**src/hdl/sample_math_operator_core_macros.svh**
```systemverilog
// ----------------------------------------------------------------------------
// sample math operator core assertion macros
// shared concurrent assertion forms clocked on clk_i, off during reset
// ----------------------------------------------------------------------------
`ifndef SAMPLE_MATH_OPERATOR_CORE_MACROS_SVH
`define SAMPLE_MATH_OPERATOR_CORE_MACROS_SVH

// same-cycle implication
`define SMO_ASSERT_IMP(lbl, ante, cons, msg) \
  lbl: assert property (@(posedge clk_i) disable iff (!rst_ni) (ante) |-> (cons)) \
    else $error(msg);

// next-cycle implication
`define SMO_ASSERT_NEXT(lbl, ante, cons, msg) \
  lbl: assert property (@(posedge clk_i) disable iff (!rst_ni) (ante) |=> (cons)) \
    else $error(msg);

`endif

```
**src/hdl/smo_div_cell.sv**
```systemverilog
// ----------------------------------------------------------------------------
// smo_div_cell
// one restoring step of the unsigned 48 by 32 bit divider
// ----------------------------------------------------------------------------
module smo_div_cell (
  input  logic        clk_i,
  input  logic        en_i,
  input  logic [31:0] rem_i,
  input  logic [47:0] num_i,
  input  logic [31:0] den_i,
  output logic [31:0] rem_o,
  output logic [47:0] num_o,
  output logic [31:0] den_o
);

  logic [32:0] trial, diff;
  logic        ge;
  logic [31:0] rem_q, den_q;
  logic [47:0] num_q;

  assign trial = {rem_i, num_i[47]};
  assign diff  = trial - {1'b0, den_i};
  assign ge    = trial >= {1'b0, den_i};

  always_ff @(posedge clk_i) begin
    if (en_i) begin
      rem_q <= ge ? diff[31:0] : trial[31:0];
      num_q <= {num_i[46:0], ge};
      den_q <= den_i;
    end
  end

  assign rem_o = rem_q;
  assign num_o = num_q;
  assign den_o = den_q;

endmodule

```
**config.mk**
```make
export PLATFORM = sky130hd
export DESIGN_NAME = smo_div_cell
export DESIGN_NICKNAME = d
export VERILOG_FILES = /design/src/hdl/sample_math_operator_core_macros.svh /design/src/hdl/smo_div_cell.sv
export SDC_FILE = /design/constraint.sdc
export NUM_CORES = 1
export LEC_CHECK = 0
export ABC_AREA = 1
export BUFFER_PORTS_ARGS = -buffer_cell sky130_fd_sc_hd__buf_2
export CORE_MARGIN = 2
export CORE_UTILIZATION = 55
export DETAILED_ROUTE_END_ITERATION = 8
export PLACE_DENSITY = 0.94
export SLEW_MARGIN = 20
export SYNTH_ARGS = -nofsm -noshare
export SYNTH_HDL_FRONTEND = slang
export SYNTH_SLANG_ARGS = --single-unit
```
**constraint.sdc**
```tcl
create_clock -name clk_i -period 3 [get_ports clk_i]
set_clock_uncertainty 0.05 [all_clocks]
set_input_delay 0.45 -clock clk_i [delete_from_list [all_inputs] [get_ports clk_i]]
set_output_delay 0.45 -clock clk_i [all_outputs]
set_load 0.02 [all_outputs]
```
### Word-level counts from Yosys, hierarchy flattened

Index checks and enable logic that the tools add are counted.

* register bits: 112
* input port bits: 114
* output and inout bits: 112
* logic and storage cells: 6

* $add $sub $neg: 1
* $lt $le $gt $ge: 1
* mux-type cells: 1

Operators with widths (number)
* >= comparator 33 x 32 -> 1 bit: 1
* 2-to-1 mux 32 bit: 1
* subtractor 32 bit: 1

### Depth between registers and ports, before layout

* depth after elaboration: 2
* depth in mapped cells: 16
* mapped depth without buffers: 14

### Worst setup path before layout

Ideal clock, no wire load.

* path kind: in2reg
* from: input num_i[47]
* to: register rem_q[16] (netlist: rem_o[16]) (data pin)
* library setup time: 0.252 ns
* arrival time: 1.810 ns
* data required time: 2.698 ns
* path slack: 0.887 ns
* stages: 13
* buffers on the path: 0
* path through: inv_1 ha_1 fa_1 inv_1 nand3_1 nand3_1 nand2_1 nand3_1 nand3_1 nand2_1 nand2_1 nand3_2 nand2_1

* word-level cells in the longest chain between the ends: 2
* elaborated cells on any way between the ends: 3
* classes of those cells: 1 x add/sub; 1 x order compare; 1 x mux

Ends and longest elaborated chain
* start, declared: line smo_div_cell.sv:9 `input logic [47:0] num_i,`
* subtractor 32 bit or >= comparator 33 x 32 -> 1 bit (tied branches): line smo_div_cell.sv:22, smo_div_cell.sv:23
* 2-to-1 mux 32 bit *: line smo_div_cell.sv:27 `rem_q <= ge ? diff[31:0] : trial[31:0];`
* end signal, assigned: line smo_div_cell.sv:27
* end, declared: line smo_div_cell.sv:18 `logic [31:0] rem_q, den_q;`

Mark *: on every way between the ends. The rest lies on a longest branch, timed or not.
A chain may end at the register's enable or synchronous reset.

### Final worst setup path

* from: input rem_i[14]
* to: register rem_q[7] (netlist: rem_o[7]) (data pin)

* word-level cells in the longest chain between the ends: 2

Ends and longest elaborated chain
* start, declared: line smo_div_cell.sv:8 `input logic [31:0] rem_i,`
* >= comparator 33 x 32 -> 1 bit: line smo_div_cell.sv:23 `assign ge = trial >= {1'b0, den_i};`
* 2-to-1 mux 32 bit: line smo_div_cell.sv:27

No other way between the ends.

==> metrics <==
Post-Syn Area 6560 sq um; Slew headroom 37.4%; Synth area leader edfxtp_1; max incr delay on CP 730 ps; post-cts sizing count 0; detailed-route DRC error count 20; failing checks DRC; largest net degree at the start of global routing 74; Initial DRC Count 509; # rows 39; mux contribution to synthesized area 0%; Routed Antenna Nets 0; Clock Path Buffers 2; Layout area overhead 23.7%; count of cell types in the netlist 29; CP Capture Type flop; DP Worst Slack -75.0 ps; Synth area leaders edfxtp_1 51%, nand2_1 16%, inv_1 8.5%; Final Worst Setup Slack 245 ps; share of cells above drive strength 1 27.7%; post-synth top area share 51.3%; Post-synth EDFFs 112; vias per cell 4.97; Ports 226; Slew Viols, Final 0; ys async rst share 0%; Top Layer Used met4; pwr dens 517 nW/um^2; Yosys reg bits 112; Fin Hold WS 215 ps; Core Area 11500 sq um; Synth Area in Simple Gates 28.6%; Power Total 4.19 mW; CTS tree yes; ANT cells 0; Hold Buf Count CTS 0; FF+latch area 3360 sq um; Crit path top cell by count nand2_1; largest family of logic cells by synthesized area simple AND/OR/NAND/NOR gates; static leakage 4.31 nW; Critical Path Source Type input pin; Die H 113 um; Critical-path top delay cell nor2_4; GRT Resource Usage Total 26.4%; CTS buffer count 9; initial antenna violation count 0; Synth Area in XOR/XNOR 1.87%; FMAX 0.363 GHz; setup bufs post-CTS 0; Critical Path AT 2820 ps; Max-cap violations 0; most common cell after layout, fill and taps aside nand2_1; clock slew at reported path FFs 80 ps; hold path start num_i[45]; RSZ-0062 raised after global routing false; Final setup viols 0; multi-input logic area 2540 sq um; Detailed Place HPWL 13.4 mm; Initial Utilization 56.9%; Post-Syn Nets 911; DRT Pass-1 Iters 7; Total Die Area 12800 sq um; WL met2 8.58 mm; Port Buffer Count 225; Post-Synth Adder-Cell Area 6.41%; HP Class in -> reg; Slew @ Worst Pin 937 ps; crit path kind in -> reg; final core occ 70.4%; critical path's top delay family simple AND/OR/NAND/NOR gates; post-route setup TNS 0 ps; metal1 wirelength 6.86 mm; Compound-Gate Fraction of Synth Area 1.87%; worst path bufs/invs 1; Final period util 91.8%; CP max FO 35; crit path launch rem_i[14]; Mapped Cells 764; routed wire length on met3 1.24 mm; fill cell count 931; wire length per cell 15.0 um; Die X 113 um; Main synth FF type edfxtp_1; CP Cell Sequence buf_2, ha_1, nand2_1, nor2_2, nand2_1, nor2_2, nand2_1, nand3_1, nor2_4, nand2_8, nand2_1, nand2_1; status complete, but fails checks; sequential area share after synthesis 51.3%; Clock Sinks 112; first-pass GRT wire length 26.5 mm; Total Wirelength 17.1 mm; vias in the first global route 5504; yosys synthesis warning count 0; post-route minimum period 2760 ps; worst vdd ir 0.303 mV; gr ovfl total 0; commonest non-fill, non-tap cells in the layout 276 x nand2_1, 224 x buf_2, 149 x inv_1, 112 x edfxtp_1, 52 x nand3_1; required time of the critical path 3070 ps; total number of vias 5683; count of final hold-check violations 0; Syn Area/Cell 8.58 sq um; root buffer cell clkbuf_16; # H-tree levels 3; NumNets Final 1142; GP Congestion 0.953
synth_stat cells, types with 2 or more instances:
cell type and number:
edfxtp_1 112, nor3_2 2, nand3b_1 10, o21ai_0 2, buf_2 7, nor2_1 34
inv_1 149, nand4_1 2, inv_2 3, a21oi_1 21, nor2_2 5, nand2_1 276
nand2_2 4, ha_1 32, nor3_1 6, nand3_2 16, nand3_1 52, and2_1 8
xor2_1 13
cells by family after synthesis:
kind of cell    after synthesis
xor+xnor                     14
simple gates                419
buf+inv                     162
compound gates               24
flops                       112
fa+ha+maj                    33
final cells by class:
cell class,instances,area share (%)
clock buffers,9,2.78
well taps,143,2.21
flip-flops and latches,112,41.5
clock inverters,7,0.648
repair buffers,230,14.5
multi-input cells,490,31.3
inverters,152,7.03
worst paths after layout:
kind / to / slack [ps] / cells past startpoint
worst max-delay path: rem_o[7] / 240 / 12
worst min-delay path: num_o[46] / 210 / 1
per-stage QoR:
step / area [sq um] / cells
floorplan: 6560 / 764
global placement: 7830 / 1127
detailed placement: 7830 / 1127
CTS: 8110 / 1143
global route: 8110 / 1143
finish: 8110 / 1143
registers in the layout, summed over array words and instances, names as in the netlist:
| register | flops |
|---|---|
| den_o | 32 |
| rem_o | 32 |
| num_o | 48 |
metal layers:
layer  up-vias  global-route usage [%]
met4         0                    11.2
met5         -                       0
met3        35                    5.41
li1       2867                       -
met1      2554                    30.7
met2       227                    47.3
where the power goes:
part / switching (mW) / internal (mW) / leakage (nW)
Combinational: 0.731 / 0.368 / 3.07
Sequential: 0.0414 / 1.91 / 1.10
Clock: 0.571 / 0.573 / 0.139
(Power assumes the default switching activity.)
