===== src/hdl/sample_math_operator_core_macros.svh =====
// ----------------------------------------------------------------------------
// sample math operator core assertion macros
// shared concurrent assertion forms clocked on clk_i, off during reset
// ----------------------------------------------------------------------------
`ifndef SAMPLE_MATH_OPERATOR_CORE_MACROS_SVH
`define SAMPLE_MATH_OPERATOR_CORE_MACROS_SVH

// same-cycle implication
`define SMO_ASSERT_IMP(lbl, ante, cons, msg) \
  lbl: assert property (@(posedge clk_i) disable iff (!rst_ni) (ante) |-> (cons)) \
    else $error(msg);

// next-cycle implication
`define SMO_ASSERT_NEXT(lbl, ante, cons, msg) \
  lbl: assert property (@(posedge clk_i) disable iff (!rst_ni) (ante) |=> (cons)) \
    else $error(msg);

`endif


===== src/hdl/smo_cordic_cell.sv =====
// ----------------------------------------------------------------------------
// smo_cordic_cell
// one vectoring rotation of the atan unit
// ----------------------------------------------------------------------------
module smo_cordic_cell (
  input  logic               clk_i,
  input  logic               en_i,
  input  logic [4:0]         sh_i,
  input  logic [29:0]        angle_i,
  input  logic signed [47:0] x_i,
  input  logic signed [47:0] y_i,
  input  logic signed [31:0] z_i,
  output logic signed [47:0] x_o,
  output logic signed [47:0] y_o,
  output logic signed [31:0] z_o
);

  logic signed [47:0] dx, dy;
  logic signed [31:0] ang;
  logic signed [47:0] x_q, y_q;
  logic signed [31:0] z_q;

  assign dx  = y_i >>> sh_i;
  assign dy  = x_i >>> sh_i;
  assign ang = signed'({2'b00, angle_i});

  always_ff @(posedge clk_i) begin
    if (en_i) begin
      if (y_i > 48'sd0) begin
        x_q <= x_i + dx;
        y_q <= y_i - dy;
        z_q <= z_i + ang;
      end else begin
        x_q <= x_i - dx;
        y_q <= y_i + dy;
        z_q <= z_i - ang;
      end
    end
  end

  assign x_o = x_q;
  assign y_o = y_q;
  assign z_o = z_q;

endmodule


===== config.mk =====
export PLATFORM = sky130hd
export DESIGN_NAME = smo_cordic_cell
export DESIGN_NICKNAME = d
export VERILOG_FILES = /design/src/hdl/sample_math_operator_core_macros.svh /design/src/hdl/smo_cordic_cell.sv
export SDC_FILE = /design/constraint.sdc
export NUM_CORES = 1
export LEC_CHECK = 0
export BUFFER_PORTS_ARGS = -buffer_cell sky130_fd_sc_hd__buf_2
export CORE_UTILIZATION = 50
export DETAILED_ROUTE_END_ITERATION = 10
export PLACE_DENSITY = 0.76
export SETUP_SLACK_MARGIN = 0.5
export SLEW_MARGIN = 5
export SYNTH_ARGS = -nofsm -noshare
export SYNTH_HDL_FRONTEND = slang
export SYNTH_SLANG_ARGS = --single-unit

===== constraint.sdc =====
create_clock -name clk_i -period 12.3 [get_ports clk_i]
set_input_delay 2.46 -clock clk_i [delete_from_list [all_inputs] [get_ports clk_i]]
set_output_delay 2.46 -clock clk_i [all_outputs]
set_load 0.01 [all_outputs]

# Word-level counts from Yosys, hierarchy flattened
# Index checks and enable logic that the tools add are counted.
# totals
regBits	128
wordCells	15
in_bits	165
output_inout_bits	128
# classes
n_lt_le_gt_ge	1
n_shift	2
add_sub_neg	6
n_mux	3
# op_table
op	count
48-bit adder	2
48-bit 2-to-1 mux	2
48-bit by 5-bit >>> shifter with 48-bit output	2
48-bit subtractor	2
48-bit by 1-bit > comparator with 1-bit output (second input constant)	1
32-bit by 31-bit adder with 32-bit output	1
32-bit 2-to-1 mux	1
32-bit by 31-bit subtractor with 32-bit output	1

# Longest topological paths before layout
# depth
word_depth	3
depth_mapped	32

# Worst setup path before layout
# No wires, ideal clock.
# synth_path
path_kind	input -> register
from	input sh_i[1]
to	register y_q[47], in the netlist y_o[47] (data pin)
t_arrival_ns	8.379
setup_slack_ns	3.661
setup_time_ns	0.260
stages	29
required_ns	12.040
path_cell_list	buf_6 > buf_8 > buf_4 > buf_6 > buf_2 > buf_2 > buf_2 > mux4_2 > a22o_1 > a211oi_1 > ha_1 > inv_1 > nor4_1 > nand4_1 > or3_1 > o21ai_0 > xnor2_1 > ha_1 > nand3_1 > nor4_1 > a21oi_1 > a31oi_1 > o31ai_1 > o31ai_1 > a31oi_1 > or3_1 > nor2_1 > o22ai_1 > xnor2_1
# synth_between
elab_chain_cells	3
word_cells_on_any_way	4
# synth_lines
element	line	source
from (decl)	smo_cordic_cell.sv:8	input logic [4:0] sh_i,
48-bit by 5-bit >>> shifter with 48-bit output *	smo_cordic_cell.sv:24	assign dy = x_i >>> sh_i;
48-bit adder / 48-bit subtractor (equally long branches)	smo_cordic_cell.sv:35, smo_cordic_cell.sv:31	
48-bit 2-to-1 mux *	smo_cordic_cell.sv:29	if (y_i > 48'sd0) begin
to (signal assigned)	smo_cordic_cell.sv:31	y_q <= y_i - dy;
to (signal assigned)	smo_cordic_cell.sv:35	y_q <= y_i + dy;
to (decl)	smo_cordic_cell.sv:20	logic signed [47:0] x_q, y_q;
# Every way passes the cells marked *; elsewhere a longest branch is shown, timed or not.
# A chain may end at the register's enable or synchronous reset.

# Final worst setup path
# layout_path
from	input sh_i[0]
to	register y_q[46], in the netlist y_o[46] (data pin)
# The elaborated chain is that of the path after synthesis.

==> key figures <==
Run status
  – Outcome: completed

Place
  – Final HPWL DP: 62,850 um
  – Count of buffers from port buffering: 292
  – Cells after DPL: 3,064
  – Gpl congestion: 1.032

Layout
  – Final net count: 2,856
  – Most common cell after layout, fill and taps aside: buf_2
  – Fill cells: 3,812
  – Finished Layout Cells: 3,094
  – Layout cells sized above 1: 21.26%
  – Area Overhead vs Synth: 10.39%
  – Most frequent cells in the layout: buf_2 (287), a21oi_1 (194), nand2_1 (181)

Worst setup path
  – WP depth: 25
  – Crit-path slowest cell: mux4_2
  – Crit end category: register
  – Worst Path Arrival: 9930 ps
  – Biggest cell delay along the critical path: 640 ps
  – CP top delay family: compound AO/OA/AOI/OAI gates
  – CP Buf/Inv Count: 4
  – Worst setup path class: in -> reg
  – CP Max Fanout: 88
  – CP required: 12,540 ps
  – Nature of the critical path startpoint: input pin

Clock network
  – Post-CTS Repair Setup Buffers: 0
  – Hold-fix buffers, CTS: 0
  – Clock sinks: 128
  – Clock buffer depth: 2
  – Clk root buf: clkbuf_16
  – CTS tree: yes
  – CTS H-tree depth: 4
  – Clock buffer count from CTS: 17
  – Number of gates resized after CTS: 0
  – Clock slew at reported path FFs: 60 ps

Logic synthesis
  – Cells after synthesis: 2,336
  – Count of state elements after synthesis: 128
  – Distinct cell type count after synthesis: 90
  – Post-Syn Area per Cell: 9.143 um2
  – Ys async rst share: 0%
  – Post-Syn Area: 0.02136 mm2
  – Post-synth EDFFs: 128
  – Commonest register cell after synthesis: edfxtp_1
  – Sequential fraction of the synthesis area: 18.00%
  – Synth Warn #: 0
  – Syn nets: 2,648

Drt
  – DRT iter0 DRCs: 2,696
  – Drt pass-1 iters: 9
  – Antenna-violating nets left: 0
  – Drc violations: 0
  – Routed len/inst: 26.46 um
  – Vias: 21.33k
  – Vias per cell: 6.894
  – DRT Wirelength: 81,860 um

Power
  – Lkg Pwr: 9.848 nW
  – Peak supply drop: 0.0001031 V
  – Pwr dens: 119.1 mW/mm2
  – Power Total: 2.808 mW

STA
  – Fin. max-slew vios: 0
  – RSZ-0062 raised after global routing: no
  – Slew @ Worst Pin: 1355 ps
  – Final worst path period need: 9694 ps
  – Fmax: 103.2 MHz
  – TNS Setup: 0 ps
  – Final hold vios: 0
  – Worst slew margin: 8.964%
  – Period Utilization, post-route: 78.81%
  – Finish-stage setup viols: 0

Floorplan
  – # IOs: 293
  – DIE WIDTH: 208.7 um
  – DIE HEIGHT: 208.7 um
  – Core area: 0.04204 mm2
  – Initial core utilization: 50.80%
  – FP Rows: 75
  – Die ar.: 0.04355 mm2

Global routing
  – Tot GR Track Use: 37.12%
  – Initial antenna violation count: 4
  – Number of global-route vias before repair: 20.43k
  – Grt total ovfl: 0
  – First-pass GRT wire length: 123,200 um
  – Largest net degree at the start of global routing: 89

Min path
  – Worst hold start: y_i[0]
  – Worst Hold Class: in -> reg
  – Hold path depth: 2
  – Hold EP: y_o[0]$_DFFE_PP_

Job
  – Number of max-cap violations: 0
where the power goes:
group	switching, mW	internal [mW]	total [mW]
logic	0.966	0.642	1.61
clock network	0.219	0.291	0.509
registers	0.0319	0.659	0.690
stage by stage:
stage	utilization, %	hold WS (ps)	cell area [um2]	setup WS, ps
detailed placement	54.78	2838	23030	2371
global route	56.08	2351	23580	2032
finish	56.08	2346	23580	2606
global placement	54.78	2826	23030	2527
CTS	56.08	2310	23580	2871
floorplan	-	2573	21360	3661
sequential cells by signal (all words and copies together) (netlist names):
name	count
y_o	48
z_o	32
x_o	48
worst max path at each step:
stage | start | to
finish | sh_i[0] | y_o[46]$_DFFE_PP_
global route | sh_i[0] | y_o[46]$_DFFE_PP_
floorplan | sh_i[1] | y_o[47]$_DFFE_PP_
CTS | sh_i[0] | y_o[46]$_DFFE_PP_
detailed placement | sh_i[1] | x_o[41]$_DFFE_PP_
global placement | sh_i[1] | x_o[41]$_DFFE_PP_
synth_stat cells, types with 50 or more instances:
cell | number | area (um2)
xor2_1 | 108 | 945.9
nand3_1 | 50 | 250.2
xnor2_1 | 114 | 998.5
nor2_1 | 163 | 611.8
inv_1 | 59 | 221.5
ha_1 | 144 | 1802
clkbuf_1 | 50 | 187.7
mux4_2 | 119 | 2680
edfxtp_1 | 128 | 3844
a21o_1 | 74 | 555.5
nand2_1 | 181 | 679.4
o21ai_0 | 136 | 680.7
mux2i_1 | 148 | 1481
a21oi_1 | 194 | 970.9
final cells by class:
class	count	area [um2]	area share (%)
Tap cell	539	674.4	2.860
Timing Repair Buffer	317	1688	7.159
Multi-Input combinational cell	2019	16590	70.38
Clock inverter	12	120.1	0.5094
Sequential cell	128	3844	16.30
Antenna cell	1	2.502	0.01061
Clock buffer	17	425.4	1.804
Inverter	61	229.0	0.9711
routing by layer:
layer	routed length, um	GRT usage (%)	up-vias
met3	8909	8.792	218
met4	4047	18.89	4
met1	32840	48.65	10270
met2	36040	57.09	1355
met5	22	0	-
li1	-	-	9489
cell families (layout without fill, tap and decap cells):
kind of cell    Yosys count  count (layout)  synth area share, %
compound gates          683             683                20.74
simple gates            631             631                14.43
mux                     336             336                24.65
xor+xnor                222             222                9.104
buf+inv                 189             407                4.353
fa+ha+maj               147             147                8.717
flops                   128             128                18.00
other cells               0               1                    0
Note: power is estimated with default switching activity, not from simulation.
