===== src/hdl/sample_math_operator_core_macros.svh =====
// ----------------------------------------------------------------------------
// sample math operator core assertion macros
// shared concurrent assertion forms clocked on clk_i, off during reset
// ----------------------------------------------------------------------------
`ifndef SAMPLE_MATH_OPERATOR_CORE_MACROS_SVH
`define SAMPLE_MATH_OPERATOR_CORE_MACROS_SVH

// same-cycle implication
`define SMO_ASSERT_IMP(lbl, ante, cons, msg) \
  lbl: assert property (@(posedge clk_i) disable iff (!rst_ni) (ante) |-> (cons)) \
    else $error(msg);

// next-cycle implication
`define SMO_ASSERT_NEXT(lbl, ante, cons, msg) \
  lbl: assert property (@(posedge clk_i) disable iff (!rst_ni) (ante) |=> (cons)) \
    else $error(msg);

`endif


===== src/hdl/smo_pkg.sv =====
// ----------------------------------------------------------------------------
// smo_pkg
// types, constants and helpers of the sample math operator pipeline
// ----------------------------------------------------------------------------
package smo_pkg;

  typedef enum logic [3:0] {
    OP_MIN  = 4'd0,
    OP_MAX  = 4'd1,
    OP_MEAN = 4'd2,
    OP_DIV  = 4'd3,
    OP_INV  = 4'd4,
    OP_REM  = 4'd5,
    OP_TANH = 4'd6,
    OP_ATAN = 4'd7,
    OP_PASS = 4'd8
  } op_e;

  localparam int CORDIC_STAGES  = 30;
  localparam int EXP_TERMS      = 14;
  localparam int HORNER_DEPTH   = 3;
  localparam int DIV_STAGES     = 48;
  localparam int DIV_IN_STAGE   = 2 + EXP_TERMS * HORNER_DEPTH;
  localparam int LAST_STAGE     = DIV_IN_STAGE + DIV_STAGES;

  localparam logic [30:0] Q30_ONE     = 31'h4000_0000;
  localparam logic [29:0] LN2_Q30     = 30'd744261118;
  localparam logic [17:0] LN2_RECIP   = 18'd189096;
  localparam logic [31:0] TEN_K_Q16   = 32'd655360000;
  localparam logic [31:0] ONE_Q16     = 32'd65536;
  localparam logic [31:0] ATAN_ROUND  = 32'd8192;

  localparam logic [29:0] ATAN_Q30 [CORDIC_STAGES] = '{
    30'd843314857, 30'd497837829, 30'd263043837, 30'd133525159, 30'd67021687,
    30'd33543516, 30'd16775851, 30'd8388437, 30'd4194283, 30'd2097149,
    30'd1048576, 30'd524288, 30'd262144, 30'd131072, 30'd65536,
    30'd32768, 30'd16384, 30'd8192, 30'd4096, 30'd2048,
    30'd1024, 30'd512, 30'd256, 30'd128, 30'd64,
    30'd32, 30'd16, 30'd8, 30'd4, 30'd2
  };

  // floor((2^32 - 1) / k) for k = 1 .. 14, index k - 1
  localparam logic [31:0] HORNER_RECIP [EXP_TERMS] = '{
    32'd4294967295, 32'd2147483647, 32'd1431655765, 32'd1073741823,
    32'd858993459, 32'd715827882, 32'd613566756, 32'd536870911,
    32'd477218588, 32'd429496729, 32'd390451572, 32'd357913941,
    32'd330382099, 32'd306783378
  };

  typedef struct packed {
    logic [3:0]         op;
    logic signed [31:0] a;
    logic signed [31:0] b;
    logic [4:0]         n;
    logic signed [31:0] z;
  } side_t;

  function automatic logic [31:0] abs32(input logic signed [31:0] v);
    logic [31:0] r;
    r = v[31] ? (~v + 32'd1) : v;
    return r;
  endfunction

  function automatic logic [31:0] sat_quot(input logic [47:0] q, input logic neg);
    logic [31:0] r;
    if (!neg) begin
      r = (q > 48'h0000_7FFF_FFFF) ? 32'h7FFF_FFFF : q[31:0];
    end else begin
      r = (q > 48'h0000_8000_0000) ? 32'h8000_0000 : (32'd0 - q[31:0]);
    end
    return r;
  endfunction

endpackage


===== src/hdl/smo_horner_cell.sv =====
// ----------------------------------------------------------------------------
// smo_horner_cell
// one term of the exp(-r) series: acc = 1 - ((r * acc) >> 30) / k, 3 stages
// ----------------------------------------------------------------------------
module smo_horner_cell (
  input  logic        clk_i,
  input  logic        en_i,
  input  logic [3:0]  k_i,
  input  logic [31:0] recip_i,
  input  logic [29:0] r_i,
  input  logic [30:0] acc_i,
  output logic [29:0] r_o,
  output logic [30:0] acc_o
);

  logic [60:0] prod_a;
  logic [61:0] prod_b;
  logic [33:0] back;
  logic [30:0] diff;
  logic [29:0] quot;

  logic [29:0] p_a_q, r_a_q;
  logic [29:0] p_b_q, r_b_q, qe_b_q;
  logic [29:0] r_c_q;
  logic [30:0] acc_c_q;

  assign prod_a = 61'(r_i) * 61'(acc_i);
  assign prod_b = 62'(p_a_q) * 62'(recip_i);
  assign back   = 34'(qe_b_q) * 34'(k_i);
  assign diff   = {1'b0, p_b_q} - back[30:0];
  assign quot   = (diff >= 31'(k_i)) ? (qe_b_q + 30'd1) : qe_b_q;

  always_ff @(posedge clk_i) begin
    if (en_i) begin
      p_a_q   <= prod_a[59:30];
      r_a_q   <= r_i;
      p_b_q   <= p_a_q;
      qe_b_q  <= prod_b[61:32];
      r_b_q   <= r_a_q;
      acc_c_q <= smo_pkg::Q30_ONE - {1'b0, quot};
      r_c_q   <= r_b_q;
    end
  end

  assign r_o   = r_c_q;
  assign acc_o = acc_c_q;

endmodule


===== config.mk =====
export PLATFORM = sky130hd
export DESIGN_NAME = smo_horner_cell
export DESIGN_NICKNAME = d
export VERILOG_FILES = /design/src/hdl/sample_math_operator_core_macros.svh /design/src/hdl/smo_pkg.sv /design/src/hdl/smo_horner_cell.sv
export SDC_FILE = /design/constraint.sdc
export NUM_CORES = 2
export LEC_CHECK = 0
export BUFFER_PORTS_ARGS = -buffer_cell sky130_fd_sc_hd__buf_2
export CAP_MARGIN = 25
export CORE_ASPECT_RATIO = 0.5
export CORE_UTILIZATION = 55
export CTS_BUF_LIST = sky130_fd_sc_hd__clkbuf_16
export DETAILED_ROUTE_END_ITERATION = 6
export PLACE_DENSITY = 0.81
export SLEW_MARGIN = 20
export SYNTH_ARGS = -nofsm -noshare
export SYNTH_HDL_FRONTEND = slang
export SYNTH_SLANG_ARGS = --single-unit
export TNS_END_PERCENT = 100

===== constraint.sdc =====
create_clock -name clk_i -period 22.2 [get_ports clk_i]
set_clock_uncertainty 0.15 [all_clocks]
set_input_delay 2.22 -clock clk_i [delete_from_list [all_inputs] [get_ports clk_i]]
set_output_delay 2.22 -clock clk_i [all_outputs]
set_load 0.02 [all_outputs]

# Word-level counts from Yosys, hierarchy flattened
# Index checks and enable logic that the tools add are counted.
dict set report classes {
  n_reduce_logical 0
  n_div 0
  mul 3
  add_sub_neg 3
  mux 1
  shift 0
  n_bitwise 0
  order_cmp 1
  n_eq_ne 0
}
# operator n
set op_table {}
lappend op_table {{$mul 30x32->62} 1}
lappend op_table {{$mul 30x31->60} 1}
lappend op_table {{$ge 31x4->1} 1}
lappend op_table {{$mul 30x4->31} 1}
lappend op_table {{$sub 30x31->31} 1}
lappend op_table {{$sub 31x30->31 const A} 1}
lappend op_table {{$add 30x1->30 const B} 1}
lappend op_table {{$mux 30} 1}
dict set report totals {
  ramBits 0
  latch_bits 0
  output_inout_bits 61
  romBits 0
  n_memories 0
  inputBits 99
  ff_bits 211
  wordCells 15
}

# Depth between registers and ports, before layout
dict set report depth {
  ltp_word 5
  ltp_mapped 33
  depth_no_buf 32
}

# Least setup slack after synthesis
# No wires, ideal clock.
dict set report synth_path {
  path_kind {input-to-reg}
  from {in recip_i[11]}
  to {reg qe_b_q[29] (data pin)}
  cell_stages 31
  path_slack_ps 12298
  t_arrival_ps 9492
  setup_ps 260
  path_cell_list {clkbuf_1 > and2_1 > fa_1 > fa_1 > fa_1 > inv_1 > fa_1 > inv_1 > fa_1 > inv_1 > fa_1 > inv_1 > fa_1 > inv_1 > fa_1 > inv_1 > ha_1 > a21o_1 > a21o_1 > a21oi_1 > o21ai_0 > a211oi_1 > a31oi_1 > o21ai_0 > a31oi_1 > a221oi_1 > nand4b_1 > a21oi_1 > a2111o_1 > a21oi_1 > xnor2_1}
}
dict set report synth_via {
  elab_chain_cells 1
}
# element line_no
set synth_lines {}
lappend synth_lines {{start: declaration} smo_horner_cell.sv:9} ;# input logic [31:0] recip_i,
lappend synth_lines {{$mul 30x32->62} smo_horner_cell.sv:28} ;# assign prod_b = 62'(p_a_q) * 62'(recip_i);
lappend synth_lines {{net prod_b[61]} smo_horner_cell.sv:17} ;# logic [61:0] prod_b;
lappend synth_lines {{end signal: assignment} smo_horner_cell.sv:38} ;# qe_b_q <= prod_b[61:32];
lappend synth_lines {{end: declaration} smo_horner_cell.sv:23} ;# logic [29:0] p_b_q, r_b_q, qe_b_q;
# The timed path passes the listed nets, and every way through them passes these cells.
# A chain may end at the register's enable or synchronous reset.

# Worst setup path in the final report
dict set report layout_path {
  from {in r_i[16]}
  to {reg p_a_q[24] (data pin)}
}
dict set report layout_via {
  elab_chain_cells 1
}
# element line_no
set layout_lines {}
lappend layout_lines {{start: declaration} smo_horner_cell.sv:10} ;# input logic [29:0] r_i,
lappend layout_lines {{$mul 30x31->60} smo_horner_cell.sv:27} ;# assign prod_a = 61'(r_i) * 61'(acc_i);
lappend layout_lines {{net prod_a[54]} smo_horner_cell.sv:16} ;# logic [60:0] prod_a;
lappend layout_lines {{end signal: assignment} smo_horner_cell.sv:35} ;# p_a_q <= prod_a[59:30];
lappend layout_lines {{end: declaration} smo_horner_cell.sv:22} ;# logic [29:0] p_a_q, r_a_q;
# The timed path passes the listed nets, and every way through them passes these cells.

==> metrics.txt <==
# TYPE chip_impl_metric gauge
chip_impl_info{name="run_status",value="finished, violations left"} 1
chip_impl_info{name="failed_checks",value="design-rule violations"} 1
chip_impl_metric{name="layout-drive-gt1-share",unit="%"} 3.71
chip_impl_metric{name="max_freq",unit="GHz"} 0.0867
chip_impl_metric{name="max_slew_margin",unit="%"} 24.6
chip_impl_metric{name="cts.sinks",unit=""} 211
chip_impl_info{name="slowest_stage",value="buf_2"} 1
chip_impl_metric{name="grt_pass1_vias",unit=""} 55100
chip_impl_metric{name="hold_viol",unit=""} 0
chip_impl_metric{name="finalWirelength",unit="um"} 182000
chip_impl_info{name="timing.rr.end",value="qe_b_q[27]$_DFFE_PP_"} 1
chip_impl_metric{name="post_cts_buffers",unit=""} 0
chip_impl_info{name="postSynth.topFlopCell",value="edfxtp_1"} 1
chip_impl_metric{name="wl_met3",unit="um"} 21500
chip_impl_metric{name="rr_worst_depth",unit=""} 31
chip_impl_metric{name="num_vias",unit=""} 51300
chip_impl_info{name="cts_tree",value="yes"} 1
chip_impl_metric{name="async_reset_ff_share",unit="%"} 0
chip_impl_metric{name="grt_usage",unit="%"} 28.7
chip_impl_metric{name="core-area",unit="um^2"} 129000
chip_impl_info{name="path_common_cell",value="fa_1"} 1
chip_impl_metric{name="r2r_slack",unit="ns"} 12.75
chip_impl_metric{name="pre_cts_slack",unit="ns"} 10.33
chip_impl_metric{name="path_max_fanout",unit=""} 32
chip_impl_metric{name="number_of_antenna_violations_at_the_first_check_in_global_routing",unit=""} 7
chip_impl_metric{name="post_synth_instance_area",unit="um^2"} 71700
chip_impl_metric{name="vertical_die_dimension",unit="um"} 257
chip_impl_info{name="worst_hold_path_type",value="register to register"} 1
chip_impl_metric{name="seqCellArea",unit="um^2"} 6340
chip_impl_metric{name="post-route-period-util",unit="%"} 52.0
chip_impl_metric{name="num-nets-final",unit=""} 9830
chip_impl_metric{name="setup_slack",unit="ns"} 10.67
chip_impl_metric{name="arrival",unit="ns"} 11.74
chip_impl_metric{name="placementRows",unit=""} 93
chip_impl_metric{name="post_synth.cell_area_avg",unit="um^2"} 9.35
chip_impl_metric{name="dp_hpwl",unit="um"} 137000
chip_impl_metric{name="wl_met1",unit="um"} 73000
chip_impl_metric{name="worst-slew-pin-transition",unit="ns"} 1.12
chip_impl_metric{name="post_cts.resized_instances",unit=""} 0
chip_impl_metric{name="worst_path_largest_cell_delay",unit="ns"} 0.77
chip_impl_metric{name="clock_tree.htree_level_count",unit=""} 1
chip_impl_info{name="crit_path_start",value="r_i[16]"} 1
chip_impl_metric{name="postCtsHoldBufs",unit=""} 0
chip_impl_metric{name="drc_errors",unit=""} 2
chip_impl_info{name="topRoutingLayerUsed",value="met5"} 1
chip_impl_info{name="timing.critical_path.to_type",value="register"} 1
chip_impl_info{name="critical_path.endpoint",value="p_a_q[24]$_DFFE_PP_"} 1
chip_impl_metric{name="grt_max_degree",unit=""} 106
chip_impl_metric{name="total_area_of_multi_input_combinational_cells",unit="um^2"} 56800
chip_impl_metric{name="synth_cells",unit=""} 7670
chip_impl_metric{name="detail_route.iter0.violations",unit=""} 4770
chip_impl_metric{name="vias_per_cell",unit=""} 5.57
chip_impl_metric{name="overflow",unit=""} 0
chip_impl_info{name="final_common_cell",value="inv_1"} 1
chip_impl_metric{name="postSynthRegisterBits",unit=""} 211
chip_impl_info{name="final_cell_mix",value="1839 x inv_1, 1724 x fa_1, 1157 x nand2_1"} 1
chip_impl_metric{name="synth_sequential_area_ratio",unit="%"} 8.83
chip_impl_metric{name="ys_types",unit=""} 82
chip_impl_metric{name="die_area",unit="um^2"} 132000
chip_impl_metric{name="place.gp.congestion",unit=""} 0.932
chip_impl_metric{name="antenna_left",unit=""} 0
chip_impl_metric{name="grt_first_pass_wirelength",unit="um"} 297000
chip_impl_metric{name="clock_path_buffers",unit=""} 3
chip_impl_metric{name="wl_met2",unit="um"} 82800
chip_impl_info{name="rsz_0062_raised_after_global_routing",value="no"} 1
chip_impl_metric{name="tritoncts.num_buffers",unit=""} 23
chip_impl_metric{name="chipWidth",unit="um"} 513
chip_impl_metric{name="totalNegativeSetupSlack",unit="ns"} 0
chip_impl_metric{name="area_added_between_synthesis_and_finish",unit="%"} 3.48
chip_impl_metric{name="synth.net_count",unit=""} 10000
chip_impl_metric{name="floorplan.initialDensity",unit="%"} 55.6
chip_impl_metric{name="finalWorstPathRequiredPeriod",unit="ns"} 11.53
chip_impl_metric{name="drt_pass1_iterations",unit=""} 7
chip_impl_metric{name="synth-edff-count",unit=""} 211
chip_impl_info{name="critPathLaunchType",value="primary input"} 1
chip_impl_metric{name="slew_viol_final",unit=""} 0
chip_impl_metric{name="dpl.cell_count",unit=""} 9164
chip_impl_metric{name="maxCapViolCount",unit=""} 0
chip_impl_metric{name="clkTransAtPathRegs",unit="ns"} 0.06
chip_impl_metric{name="cp.required",unit="ns"} 22.41
chip_impl_info{name="r2r-start",value="p_a_q[15]$_DFFE_PP_"} 1
chip_impl_info{name="timing_worst_setup_path_type",value="primary input to register"} 1
chip_impl_metric{name="final_std_cells_w_o_fill",unit=""} 9210
chip_impl_info{name="ctsRootBufferMaster",value="clkbuf_16"} 1
chip_impl_metric{name="insertion_delay",unit="ns"} 0.61
chip_impl_metric{name="num_io_pins",unit=""} 160
chip_impl_metric{name="synthesis.yosys.warnings",unit=""} 0
chip_impl_metric{name="drt-wirelength-per-cell",unit="um"} 19.8
chip_impl_metric{name="fillers",unit=""} 10700
chip_impl_metric{name="setup_violations",unit=""} 0
chip_impl_metric{name="port_buffers",unit=""} 159
-- critical path: cells and delay by family --
family / cells / cell delay [ns]
compound gates: 9 / 2.77
xor+xnor: 1 / 0.13
fa+ha+maj: 9 / 4.41
buf+inv: 6 / 1.03
simple gates: 4 / 1.18
-- area by class of cell --
cell class              count  share of cell area (%)
clock inverters            16                   0.226
well taps                1710                    2.88
inverters                1837                    9.29
multi-input cells        5189                    76.6
diodes                      7                  0.0236
clock buffers              23                   0.776
repair buffers            217                    1.67
flip-flops and latches    211                    8.54
-- synth_stat cells (11+ instances only) --
cell      count  area [um^2]
a21o_1       59          443
a21oi_1     109          546
a31oi_1      15         93.8
and2_1      925         5790
and3_1       17          106
buf_2        12         60.1
clkbuf_1    415         1560
edfxtp_1    211         6340
fa_1       1724        34500
ha_1        528         6610
inv_1      1836         6890
mux2i_1      13          130
nand2_1    1157         4340
nand2b_1     13         81.3
nand3_1      37          185
nand4_1      36          225
nor2_1      115          432
nor2b_1      14         87.6
nor3_1       46          230
o21a_1       15          113
o21ai_0      56          280
o21ai_1      11         55.1
xnor2_1      91          797
xor2_1       40          350
-- sequential cells by signal (all words and copies together) (netlist names) --
name / cells
r_o: 30
qe_b_q: 30
acc_o: 31
p_a_q: 30
r_b_q: 30
r_a_q: 30
p_b_q: 30
-- cell families (layout without fill, tap and decap cells) --
group,count (synthesis),after routing,share of synthesized area (%)
and+or+nand+nor,2420,2420,16.6
buffers and inverters,2270,2093,11.9
adders and majority gates,2252,2252,57.3
AOI/OAI and AO/OA,371,371,3.46
DFF,211,211,8.83
xor gates and xnor gates,131,131,1.60
muxes,15,15,0.213
other,0,7,0
-- layer usage --
layer / vias up / global-route usage (%)
li1: 22000 / -
met1: 26100 / 40.1
met2: 2786 / 45.1
met3: 338 / 6.90
met4: 2 / 7.58
met5: - / 0
-- metrics by stage --
stage               hold slack [ns]  util [%]  cell area [um^2]
floorplan                     0.250         -             71700
global placement              0.250      56.9             73500
detailed placement            0.255      56.9             73500
CTS                           0.270      57.5             74200
global route                  0.273      57.5             74200
finish                        0.268      57.5             74200
-- worst min-delay path by stage --
stage / from / end / slack, ns / depth (start not counted)
after global placement: r_a_q[27]$_DFFE_PP_ / r_b_q[27]$_DFFE_PP_ / 0.25 / 0
after global routing: r_b_q[24]$_DFFE_PP_ / r_o[24]$_DFFE_PP_ / 0.27 / 0
final: r_b_q[24]$_DFFE_PP_ / r_o[24]$_DFFE_PP_ / 0.27 / 0
after floorplan: r_a_q[0]$_DFFE_PP_ / r_b_q[0]$_DFFE_PP_ / 0.25 / 0
after detailed placement: r_a_q[1]$_DFFE_PP_ / r_b_q[1]$_DFFE_PP_ / 0.25 / 0
after CTS: r_b_q[14]$_DFFE_PP_ / r_o[14]$_DFFE_PP_ / 0.27 / 0
Power is left out: the tool's default activity adds up to more than one toggle a clock period on the data nets, which glitch-free logic cannot reach.
